[config.mk]
export PLATFORM = sky130hd
export DESIGN_NAME = cprb_unlock
export DESIGN_NICKNAME = d
export VERILOG_FILES = /design/src/design/cprb_pkg.sv /design/src/design/cprb_unlock.sv
export SDC_FILE = /design/constraint.sdc
export NUM_CORES = 1
export LEC_CHECK = 0
export BUFFER_PORTS_ARGS = -buffer_cell sky130_fd_sc_hd__buf_2
export CAP_MARGIN = 15
export CORE_MARGIN = 8
export CORE_UTILIZATION = 48
export CTS_CLUSTER_SIZE = 14
export DETAILED_ROUTE_END_ITERATION = 16
export PLACE_DENSITY = 0.78
export SLEW_MARGIN = 15
export SYNTH_ARGS = -nofsm -noshare
export SYNTH_HDL_FRONTEND = slang
export SYNTH_SLANG_ARGS = --single-unit
[constraint.sdc]
create_clock -name clk -period 3.6 [get_ports clk]
set_input_delay 0.54 -clock clk [delete_from_list [all_inputs] [get_ports clk]]
set_output_delay 0.54 -clock clk [all_outputs]
set_load 0.02 [all_outputs]
[src/design/cprb_pkg.sv]
// Types, constants and lookup functions of the control port register bank.
`timescale 1ns / 1ps

package cprb_pkg;

  // Number of bank registers that really exist (64 to 128).
  localparam int REGISTER_COUNT = 128;

  // Writable registers live in flip-flops, one slot each.
  localparam int SLOT_COUNT = 23;
  localparam int SLOT_W     = $clog2(SLOT_COUNT);

  localparam logic CMD_READ  = 1'b0;
  localparam logic CMD_WRITE = 1'b1;

  localparam logic [6:0] ADDR_CTRL     = 7'h00;
  localparam logic [6:0] ADDR_SPEED    = 7'h01;
  localparam logic [6:0] ADDR_FLAG_CLR = 7'h02;
  localparam logic [6:0] ADDR_DEV_KIND = 7'h03;
  localparam logic [6:0] ADDR_MASK3    = 7'h06;
  localparam logic [6:0] ADDR_UNLOCK_A = 7'h07;
  localparam logic [6:0] ADDR_UNLOCK_B = 7'h09;
  localparam logic [6:0] ADDR_UNLOCK_C = 7'h0A;
  localparam logic [6:0] ADDR_LOCK_B   = 7'h0B;
  localparam logic [6:0] ADDR_LOCK_C   = 7'h0C;
  localparam logic [6:0] ADDR_NIBBLE   = 7'h0D;
  localparam logic [6:0] ADDR_MASK2    = 7'h0F;
  localparam logic [6:0] ADDR_BIT3_CLR = 7'h28;

  localparam logic [7:0] SPEED_MASK    = 8'b0001_0011;
  localparam logic [7:0] KEY_HI        = 8'h83;
  localparam logic [7:0] KEY_LO        = 8'h03;
  localparam logic [7:0] SEQ_BITS      = 8'h90;
  localparam logic [7:0] BIT3_CLR_MASK = 8'd247;

  typedef struct packed {
    logic       cmd;
    logic [6:0] port_address;
    logic [7:0] write_data;
  } cprb_in_t;

  typedef struct packed {
    logic [7:0] read_data;
    logic [1:0] clock_rate_select;
    logic       clock_rate_changed;
    logic [3:0] unlock_progress;
  } cprb_out_t;

  // One register update, used both for the bank and for the sequencer.
  typedef struct packed {
    logic       en;
    logic [6:0] addr;
    logic [7:0] data;
  } cprb_wr_t;

  typedef struct packed {
    logic              hit;
    logic [SLOT_W-1:0] idx;
  } cprb_slot_t;

  // Power-up contents of the bank.
  function automatic logic [7:0] reset_byte(input logic [6:0] addr);
    logic [7:0] v;
    case (addr)
      7'h00: v = 8'h03;
      7'h01: v = 8'h03;
      7'h02: v = 8'h01;
      7'h05: v = 8'h76;
      7'h06: v = 8'h03;
      7'h07: v = 8'hB7;
      7'h08: v = 8'hFD;
      7'h0B: v = 8'h08;
      7'h0D: v = 8'hFF;
      7'h0E: v = 8'h0A;
      7'h0F: v = 8'h42;
      7'h1C: v = 8'h80;
      7'h1F: v = 8'h01;
      7'h22: v = 8'hD0;
      7'h23: v = 8'hFF;
      7'h24: v = 8'hFF;
      7'h25: v = 8'hD3;
      7'h2A: v = 8'h70;
      7'h2B: v = 8'hFE;
      7'h2C: v = 8'hFF;
      7'h30: v = 8'hFF;
      7'h34: v = 8'h30;
      7'h35: v = 8'h03;
      7'h3A: v = 8'hFF;
      7'h3B: v = 8'hFF;
      7'h3C: v = 8'hDF;
      default: v = 8'h00;
    endcase
    return v;
  endfunction

  // Bank address held by each flip-flop slot.
  function automatic logic [6:0] slot_address(input logic [SLOT_W-1:0] idx);
    logic [6:0] a;
    case (idx)
      5'd0:  a = 7'h00;
      5'd1:  a = 7'h02;
      5'd2:  a = 7'h04;
      5'd3:  a = 7'h05;
      5'd4:  a = 7'h06;
      5'd5:  a = 7'h07;
      5'd6:  a = 7'h08;
      5'd7:  a = 7'h0A;
      5'd8:  a = 7'h0B;
      5'd9:  a = 7'h0C;
      5'd10: a = 7'h0D;
      5'd11: a = 7'h0E;
      5'd12: a = 7'h0F;
      5'd13: a = 7'h1D;
      5'd14: a = 7'h1E;
      5'd15: a = 7'h1F;
      5'd16: a = 7'h20;
      5'd17: a = 7'h21;
      5'd18: a = 7'h22;
      5'd19: a = 7'h23;
      5'd20: a = 7'h24;
      5'd21: a = 7'h25;
      default: a = 7'h28;
    endcase
    return a;
  endfunction

  // Slot of a writable address; hit is low for read-only addresses.
  function automatic cprb_slot_t slot_of(input logic [6:0] addr);
    cprb_slot_t s;
    s.hit = 1'b1;
    unique case (addr)
      7'h00: s.idx = 5'd0;
      7'h02: s.idx = 5'd1;
      7'h04: s.idx = 5'd2;
      7'h05: s.idx = 5'd3;
      7'h06: s.idx = 5'd4;
      7'h07: s.idx = 5'd5;
      7'h08: s.idx = 5'd6;
      7'h0A: s.idx = 5'd7;
      7'h0B: s.idx = 5'd8;
      7'h0C: s.idx = 5'd9;
      7'h0D: s.idx = 5'd10;
      7'h0E: s.idx = 5'd11;
      7'h0F: s.idx = 5'd12;
      7'h1D: s.idx = 5'd13;
      7'h1E: s.idx = 5'd14;
      7'h1F: s.idx = 5'd15;
      7'h20: s.idx = 5'd16;
      7'h21: s.idx = 5'd17;
      7'h22: s.idx = 5'd18;
      7'h23: s.idx = 5'd19;
      7'h24: s.idx = 5'd20;
      7'h25: s.idx = 5'd21;
      7'h28: s.idx = 5'd22;
      default: begin
        s.hit = 1'b0;
        s.idx = '0;
      end
    endcase
    return s;
  endfunction

  // True when the address falls inside the populated part of the bank.
  function automatic logic in_bank(input logic [6:0] addr);
    return {1'b0, addr} < 8'(REGISTER_COUNT);
  endfunction

endpackage

[src/design/cprb_unlock.sv]
// Unlock sequencer: eleven states driven by writes to a few control addresses.
`timescale 1ns / 1ps

module cprb_unlock (
  input  logic               clk,
  input  logic               rst_n,
  input  cprb_pkg::cprb_wr_t step,
  output logic [3:0]         state_nxt
);

  localparam logic [3:0] ST_IDLE = 4'd0;
  localparam logic [3:0] ST_1    = 4'd1;
  localparam logic [3:0] ST_2    = 4'd2;
  localparam logic [3:0] ST_3    = 4'd3;
  localparam logic [3:0] ST_4    = 4'd4;
  localparam logic [3:0] ST_5    = 4'd5;
  localparam logic [3:0] ST_6    = 4'd6;
  localparam logic [3:0] ST_7    = 4'd7;
  localparam logic [3:0] ST_8    = 4'd8;
  localparam logic [3:0] ST_9    = 4'd9;
  localparam logic [3:0] ST_OPEN = 4'd10;

  logic [3:0] state_r;
  logic [3:0] after_a;
  logic [7:0] b;

  // Step shared by the two data-pattern addresses.
  function automatic logic [3:0] step_b(input logic [3:0] s, input logic [7:0] d);
    logic [3:0] n;
    unique case (s)
      ST_1:    n = d[7] ? ST_2 : ST_IDLE;
      ST_4:    n = ((d & cprb_pkg::SEQ_BITS) == cprb_pkg::SEQ_BITS) ? ST_5 : ST_IDLE;
      ST_5:    n = !d[4] ? ST_6 : ST_IDLE;
      ST_7:    n = !d[7] ? ST_8 : ST_IDLE;
      default: n = s;
    endcase
    return n;
  endfunction

  always_comb begin
    b = step.data;
    if (state_r == ST_IDLE) begin
      after_a = ((b & cprb_pkg::SEQ_BITS) == cprb_pkg::SEQ_BITS) ? ST_1 : ST_IDLE;
    end else begin
      after_a = ST_IDLE;
    end

    state_nxt = state_r;
    if (step.en) begin
      unique case (step.addr) inside
        cprb_pkg::ADDR_CTRL: begin
          unique case (state_r)
            ST_2:    state_nxt = (b == cprb_pkg::KEY_HI) ? ST_3 : ST_IDLE;
            ST_6:    state_nxt = (b == cprb_pkg::KEY_LO) ? ST_7 : ST_IDLE;
            ST_8:    state_nxt = (b == cprb_pkg::KEY_HI) ? ST_9 : ST_IDLE;
            ST_9:    state_nxt = (b == cprb_pkg::KEY_LO) ? ST_OPEN : ST_IDLE;
            default: state_nxt = state_r;
          endcase
        end
        // This address runs its own check and then the shared step as well.
        cprb_pkg::ADDR_UNLOCK_A: state_nxt = step_b(after_a, b);
        cprb_pkg::ADDR_UNLOCK_B: state_nxt = step_b(state_r, b);
        cprb_pkg::ADDR_UNLOCK_C: begin
          if (state_r == ST_3) begin
            state_nxt = b[0] ? ST_4 : ST_IDLE;
          end
        end
        cprb_pkg::ADDR_LOCK_B,
        cprb_pkg::ADDR_LOCK_C: state_nxt = ST_IDLE;
        default: state_nxt = state_r;
      endcase
    end
  end

  always_ff @(posedge clk) begin
    if (!rst_n) begin
      state_r <= ST_IDLE;
    end else begin
      state_r <= state_nxt;
    end
  end

endmodule

==> results of run 1 <==
==> where the power goes <==
| part | switching, W | leakage, nW | internal (W) |
|---|---|---|---|
| clock | 0.0000193 | 0.0138 | 0.0000374 |
| combinational | 0.0000170 | 0.263 | 0.0000150 |
| sequential | 0.00000000308 | 0.0322 | 0.0000445 |
==> final timing paths <==
path | startpoint | end | cells after the start
setup reg to reg | state_r[0] | state_r[2] | 6
hold reg to reg | state_r[3] | state_r[3] | 3
setup / recovery | step[9] | state_nxt[0] | 7
hold / removal | rst_n | state_r[2] | 2
==> cell families after synthesis <==
kind of cell / synth area share [%]
simple gates: 53.78
compound gates: 26.71
buf+inv: 6.444
flops: 11.79
xor+xnor: 1.289
==> routing by layer <==
layer / track usage, % / share of wire, % / vias to the layer above
li1: - / - / 390
met5: 0 / 0 / -
met4: 2.521 / 0.83 / 0
met2: 26.17 / 54 / 35
met1: 17.05 / 40 / 356
met3: 3.581 / 5.1 / 2
==> critical path, cell delays in order <==
cell     delay, ns
buf_2         0.13
nor4_1        0.53
nand4_1       0.23
a211o_1       0.29
and3_4        0.19
nor3_1        0.15
buf_2         0.19
==> metrics by stage <==
step / setup slack, ns / instance area [sq um] / instances
floorplan: 1.066 / 679.4 / 91
global placement: 0.8042 / 778.2 / 123
detailed placement: 0.8227 / 778.2 / 123
CTS: 0.8174 / 800.8 / 126
global route: 0.6259 / 800.8 / 126
finish: 0.8089 / 800.8 / 126
==> layout make-up <==
type	count	area, sq um
Multi-Input combinational cell	78	555.5
Fill cell	127	516.7
Timing Repair Buffer	21	105.1
Sequential cell	4	80.08
Clock buffer	3	22.52
Inverter	5	18.77
Tap cell	15	18.77
==> layout by cell type, fill, tap and decap left out, types with 2 or more instances in the layout <==
| cell | netlist | layout |
|---|---|---|
| o21ai_0 | 4 | 4 |
| a21oi_1 | 6 | 6 |
| inv_1 | 4 | 4 |
| clkbuf_4 | 0 | 3 |
| nor3_1 | 3 | 3 |
| nor2_1 | 7 | 7 |
| nand4b_1 | 2 | 2 |
| or3b_1 | 2 | 2 |
| nor4b_1 | 2 | 2 |
| nand2_1 | 4 | 4 |
| dfxtp_1 | 4 | 4 |
| o21ai_1 | 2 | 2 |
| and2b_1 | 2 | 2 |
| nand4_1 | 2 | 2 |
| a211o_1 | 2 | 2 |
| and2_1 | 3 | 3 |
| nand2b_1 | 7 | 7 |
| nor4_1 | 5 | 5 |
| buf_2 | 2 | 21 |
==> flow_summary.ini, run 1 <==
[clocking]
post_cts_resized = 0
cts_root_buf = clkbuf_4
path_clk_slew_ns = 0.04
clock_path_buffers = 2
cts.sinks = 4
cts_hold_buf = 0
cts_tree = built
htreeDepth = 1
postCtsSetupBuffers = 0
clk_latency_ns = 0.24
numCtsBuffers = 3

[logic_synthesis]
async_flop_share_pct = 0
synth_nets = 109
synth_seq_area_share_pct = 11.79
synth.top_cell.area_share_pct = 11.79
synth.area.top_cells = dfxtp_1 (12%), nand2b_1 (6.4%), nor4_1 (4.6%)
syn_avg_cell_area_sq_um = 7.466
ys_types = 45
synth_edf_count = 0
synth_area_leader_cell = dfxtp_1
yosys-top-cells-count = nand2b_1 (7), nor2_1 (7), a21oi_1 (6), nor4_1 (5)
synth_area_sq_um = 679.4
synth_cells = 91
synth-warning-count = 0
ys.flop_type = dfxtp_1
ys_ff_latch = 4

[global_routing]
antenna_found_initial = 0
grt_max_degree = 15
grt_first_pass_wirelength_um = 3270
grt_util_all_layers_pct = 14.51
gr-total-overflow = 0
grt_pass1_vias = 724

[placed_design]
dpl.hpwl_um = 1562
gp_congestion = 0.8444
io_buffers = 21

[power]
peakVddDrop_mv = 0.1578
p_total_w = 0.0001331
power.leakage_nw = 0.3090
power_density_nw_per_um2 = 166.2

[layout]
reg_top3 = state_r (4)
largest_reg_flops = 4
regMostFlops = state_r
final_nets = 131
diodes = 0
drive_above_1_share_pct = 32.43
area_growth_pct = 17.86
post-route-util_pct = 60.78

[sta]
setup_viol = 0
finalHoldViolCount = 0
tns_ns = 0
rsz0062_at_grt = no
fin_crit_ns = 2.791
fmax_mhz = 358.3
fin_crit_sh_pct = 77.53
slew-limit-headroom_pct = 62.89
skew_ns = 0.003175
whs_ns = 0.5346
worst_pin_slew_ns = 0.5516
slew_violations = 0

[die]
core.rowCount = 13
start_util_pct = 51.57
dieWidth_um = 53.62
io_pins = 22
dieArea_sq_um = 2875
core_sq_um = 1318
die_h_um = 53.62

[min_path]
hold_class = input pin to register

[setup_path]
required_ns = 3.06
r2r_slack_ns = 1.64
worst-path-max-fanout = 6
cp-end-kind = output port
worstSetupPathType = input pin to output port
cp.arrival_ns = 2.25
startpoint_type = input pin

[detailed_routing]
route.detailed.drc = 0
via_per_inst = 6.214
avgRoutedWirePerCell_um = 15.36
num_vias = 783
drtAntennaViolNets = 0
wirelength_um = 1935
drt_iter0_markers = 20
first_pass_iters = 4

[run_status]
status = finished clean

[run]
cap_viol_max_count = 0
Power figures use the tool's default switching activity.
==> run 2, diff against run 1 <==
==> constraint.sdc (replaced) <==
create_clock -name clk -period 2.7 [get_ports clk]
set_input_delay 0.405 -clock clk [delete_from_list [all_inputs] [get_ports clk]]
set_output_delay 0.405 -clock clk [all_outputs]
set_load 0.02 [all_outputs]
==> run 2 against run 1 <==
Effect of this change:
- clock skew grew 0.0049 ns
- design area increased by 1.7%
- worst setup slack worse by 0.73 ns
- via count fell by 1.7%
- clock-buffer cell count unchanged
- largest power group unchanged
- register-to-register slack worse by 0.90 ns
- routed wire length shrank 4.4%
- power increased by 37%
==> flow_summary.ini, run 2 (same netlist as run 1, synthesis figures left out) <==
[sta]
fin_crit_ns = 2.618
tns_ns = 0
fmax_mhz = 381.9
rsz0062_at_grt = no
finalHoldViolCount = 0
fin_crit_sh_pct = 96.97
worst_pin_slew_ns = 0.4086
setup_viol = 0
slew_violations = 0
skew_ns = 0.008042
worst_slack_ns = 0.08176
slew-limit-headroom_pct = 72.72

[placed_design]
io_buffers = 21
pre_cts_ws_ns = 0.1551
gp_congestion = 0.8798
placed_area_sq_um = 785.8
dpl.hpwl_um = 1517

[setup_path]
cp.arrival_ns = 2.21
worstSetupPathType = register to output port
r2r_cells = 5
worst-path-max-fanout = 10
startpoint_type = register
r2r_end = state_r[0]
required_ns = 2.30
cp-end-kind = output port
r2r_slack_ns = 0.74
worstSetupStartpoint = state_r[3]
r2r_start = state_r[3]

[die]
start_util_pct = 51.57
core_sq_um = 1318
die_h_um = 53.62
io_pins = 22
dieArea_sq_um = 2875
dieWidth_um = 53.62
core.rowCount = 13

[detailed_routing]
wirelength_um = 1849
route.detailed.drc = 0
num_vias = 770
first_pass_iters = 4
drt_iter0_markers = 26
drtAntennaViolNets = 0
via_per_inst = 6.063
avgRoutedWirePerCell_um = 14.56

[clocking]
cts.sinks = 4
postCtsSetupBuffers = 0
htreeDepth = 1
path_clk_slew_ns = 0.04
cts_root_buf = clkbuf_4
post_cts_resized = 0
clk_latency_ns = 0.25
cts_tree = built
cts_hold_buf = 0
clock_path_buffers = 2
numCtsBuffers = 3

[global_routing]
antenna_found_initial = 0
grt_first_pass_wirelength_um = 3318
gr-total-overflow = 0
grt_util_all_layers_pct = 14.62
grt_pass1_vias = 748
grt_max_degree = 14

[min_path]
hold_class = input pin to register
min_to = state_r[1]
hold_depth = 2
min_from = rst_n

[layout]
layout_commonest_cell = buf_2
reg_top3 = state_r (4)
post-route-util_pct = 61.82
layout_common_cells = buf_2 (21), nand2b_1 (7), nor2_1 (7)
drive_above_1_share_pct = 33.93
final_nets = 132
multi_input_area_sq_um = 561.8
largest_reg_flops = 4
fillers = 127
regMostFlops = state_r
design_area_sq_um = 814.5
diodes = 0
area_growth_pct = 19.89
regArea_sq_um = 80.08

[power]
p_total_w = 0.0001826
power_density_nw_per_um2 = 224.1
peakVddDrop_mv = 0.1161
power.leakage_nw = 0.3149

[run]
cap_viol_max_count = 0

[run_status]
status = finished clean
[run 2: power breakdown]
part	internal [W]	leakage (nW)	total, W	switching, W
clock	0.0000502	0.0138	0.0000812	0.0000310
combinational	0.0000201	0.269	0.0000420	0.0000219
sequential	0.0000593	0.0322	0.0000593	0.00000000415
total	0.000130	0.315	0.000183	0.0000530
[run 2: through the flow]
stage          instances  hold slack, ns
2_1_floorplan         91          0.5267
3_3_place_gp         124          0.6363
3_5_place_dp         124          0.6495
4_1_cts              127          0.3971
5_1_grt              127          0.4177
6_report             127          0.4100
[run 2: cell type report]
cell class	instances	area share, %
multi-input combinational	78	68.97
timing repair buffer	22	13.82
sequential	4	9.831
clock buffer	3	2.765
inverter	5	2.304
tap	15	2.304
[run 2: layer usage]
metal  global-route usage (%)  vias to the layer above  routed length (um)
li1                         -                      389                   -
met3                    1.928                        2                  61
met5                        0                        -                   0
met1                    17.65                      364                 791
met2                    25.39                       15                 969
met4                    5.882                        0                  26
[run 2: critical path, cell delays in order, from the launching register on]
cell      delay, ns
dfxtp_1        0.50
nand2b_1       0.20
or3b_1         0.40
a211o_1        0.30
and3_4         0.19
nor3_1         0.17
buf_2          0.20
[run 2: worst max path at each step]
stage                        end  slack (ns)
floorplan           state_nxt[0]        0.44
global route        state_nxt[0]        0.01
global placement    state_nxt[0]        0.19
detailed placement  state_nxt[0]        0.16
finish              state_nxt[0]        0.08
CTS                 state_nxt[0]        0.09
==> run 3, diff against run 2 <==
==> constraint.sdc (replaced) <==
create_clock -name clk -period 3.17 [get_ports clk]
set_input_delay 0.4755 -clock clk [delete_from_list [all_inputs] [get_ports clk]]
set_output_delay 0.4755 -clock clk [all_outputs]
set_load 0.02 [all_outputs]
==> run 3 against run 2 <==
Effect of this change:
- non-clock buffer count fell by 1
- routed wire length rose by 3.0%
- final cell count fell by 0.79%
- design area fell by 1.7%
- critical path depth did not move
- critical endpoint is now state_nxt[2]
- largest cell class unchanged
==> flow_summary.ini, run 3 (same netlist as run 1, synthesis figures left out) <==
[die]
core.rowCount = 13
die_h_um = 53.62
core_sq_um = 1318
start_util_pct = 51.57
dieArea_sq_um = 2875
dieWidth_um = 53.62
io_pins = 22

[detailed_routing]
first_pass_iters = 4
drtAntennaViolNets = 0
route.detailed.drc = 0
num_vias = 757
drt_iter0_markers = 23
wirelength_um = 1905
avgRoutedWirePerCell_um = 15.12
via_per_inst = 6.008

[layout]
drive_above_1_share_pct = 32.43
regMostFlops = state_r
diodes = 0
multi_input_area_sq_um = 555.5
design_area_sq_um = 800.8
regArea_sq_um = 80.08
final_nets = 131
largest_reg_flops = 4
fillers = 125
layout_commonest_cell = buf_2
area_growth_pct = 17.86
post-route-util_pct = 60.78
layout_common_cells = buf_2 (21), nand2b_1 (7), nor2_1 (7)
reg_top3 = state_r (4)

[clocking]
clock_path_buffers = 2
cts_root_buf = clkbuf_4
htreeDepth = 1
cts.sinks = 4
postCtsSetupBuffers = 0
cts_tree = built
clk_latency_ns = 0.24
cts_hold_buf = 0
numCtsBuffers = 3
path_clk_slew_ns = 0.04
post_cts_resized = 0

[setup_path]
r2r_cells = 6
worst-path-max-fanout = 14
worstSetupPathType = register to output port
startpoint_type = register
cp.arrival_ns = 2.20
required_ns = 2.69
cp-end-kind = output port
r2r_slack_ns = 1.21

[sta]
fin_crit_ns = 2.680
tns_ns = 0
setup_viol = 0
slew-limit-headroom_pct = 63.04
finalHoldViolCount = 0
skew_ns = 0.003030
slew_violations = 0
worst_pin_slew_ns = 0.5493
fmax_mhz = 373.1
fin_crit_sh_pct = 84.54
rsz0062_at_grt = no

[run_status]
status = finished clean

[global_routing]
gr-total-overflow = 0
grt_first_pass_wirelength_um = 3174
grt_util_all_layers_pct = 14.18
grt_max_degree = 15
grt_pass1_vias = 732
antenna_found_initial = 0

[power]
power.leakage_nw = 0.3090
p_total_w = 0.0001507
power_density_nw_per_um2 = 188.2
peakVddDrop_mv = 0.1741

[min_path]
hold_depth = 2
hold_class = input pin to register

[placed_design]
dpl.hpwl_um = 1562
placed_area_sq_um = 778.2
gp_congestion = 0.8444
io_buffers = 21

[run]
cap_viol_max_count = 0
-- run 3: worst paths after layout --
check / start / end
setup / recovery: state_r[0] / state_nxt[2]
hold / removal: rst_n / state_r[2]
setup reg to reg: state_r[0] / state_r[2]
hold reg to reg: state_r[3] / state_r[3]
-- run 3: area by class of cell --
type / count / area share, %
multi-input combinational: 78 / 69.38
timing repair buffer: 21 / 13.13
sequential: 4 / 10.00
clock buffer: 3 / 2.812
inverter: 5 / 2.344
tap: 15 / 2.344
-- run 3: through the flow --
step                      setup slack (ns)  hold WS, ns  instances
final                               0.4900       0.4694        126
after detailed placement            0.4953       0.7111        123
after floorplan                     0.7647       0.5972         91
after CTS                           0.4868       0.4666        126
after global routing                0.2845       0.4781        126
after global placement              0.5033       0.7108        123
-- run 3: power by group --
group          switching (W)  total [W]  internal (W)
registers      0.00000000354  0.0000506     0.0000506
clock network      0.0000217  0.0000641     0.0000424
logic              0.0000190  0.0000360     0.0000170
-- run 3: per-layer routing --
| metal | part of all wire (%) | wire (um) | global-route usage, % |
|---|---|---|---|
| met5 | 0 | 0 | 0 |
| met4 | 0.84 | 16 | 2.521 |
| met3 | 3.5 | 66 | 3.306 |
| met2 | 55 | 1041 | 25.78 |
| met1 | 41 | 781 | 16.56 |
-- run 3: worst max-delay path: stages (launching register included) --
cell and delay [ns]:
dfxtp_1 0.61, nand2b_1 0.18, nor3_2 0.13, a2111oi_0 0.08
or4_1 0.57, a31oi_2 0.20, buf_2 0.19
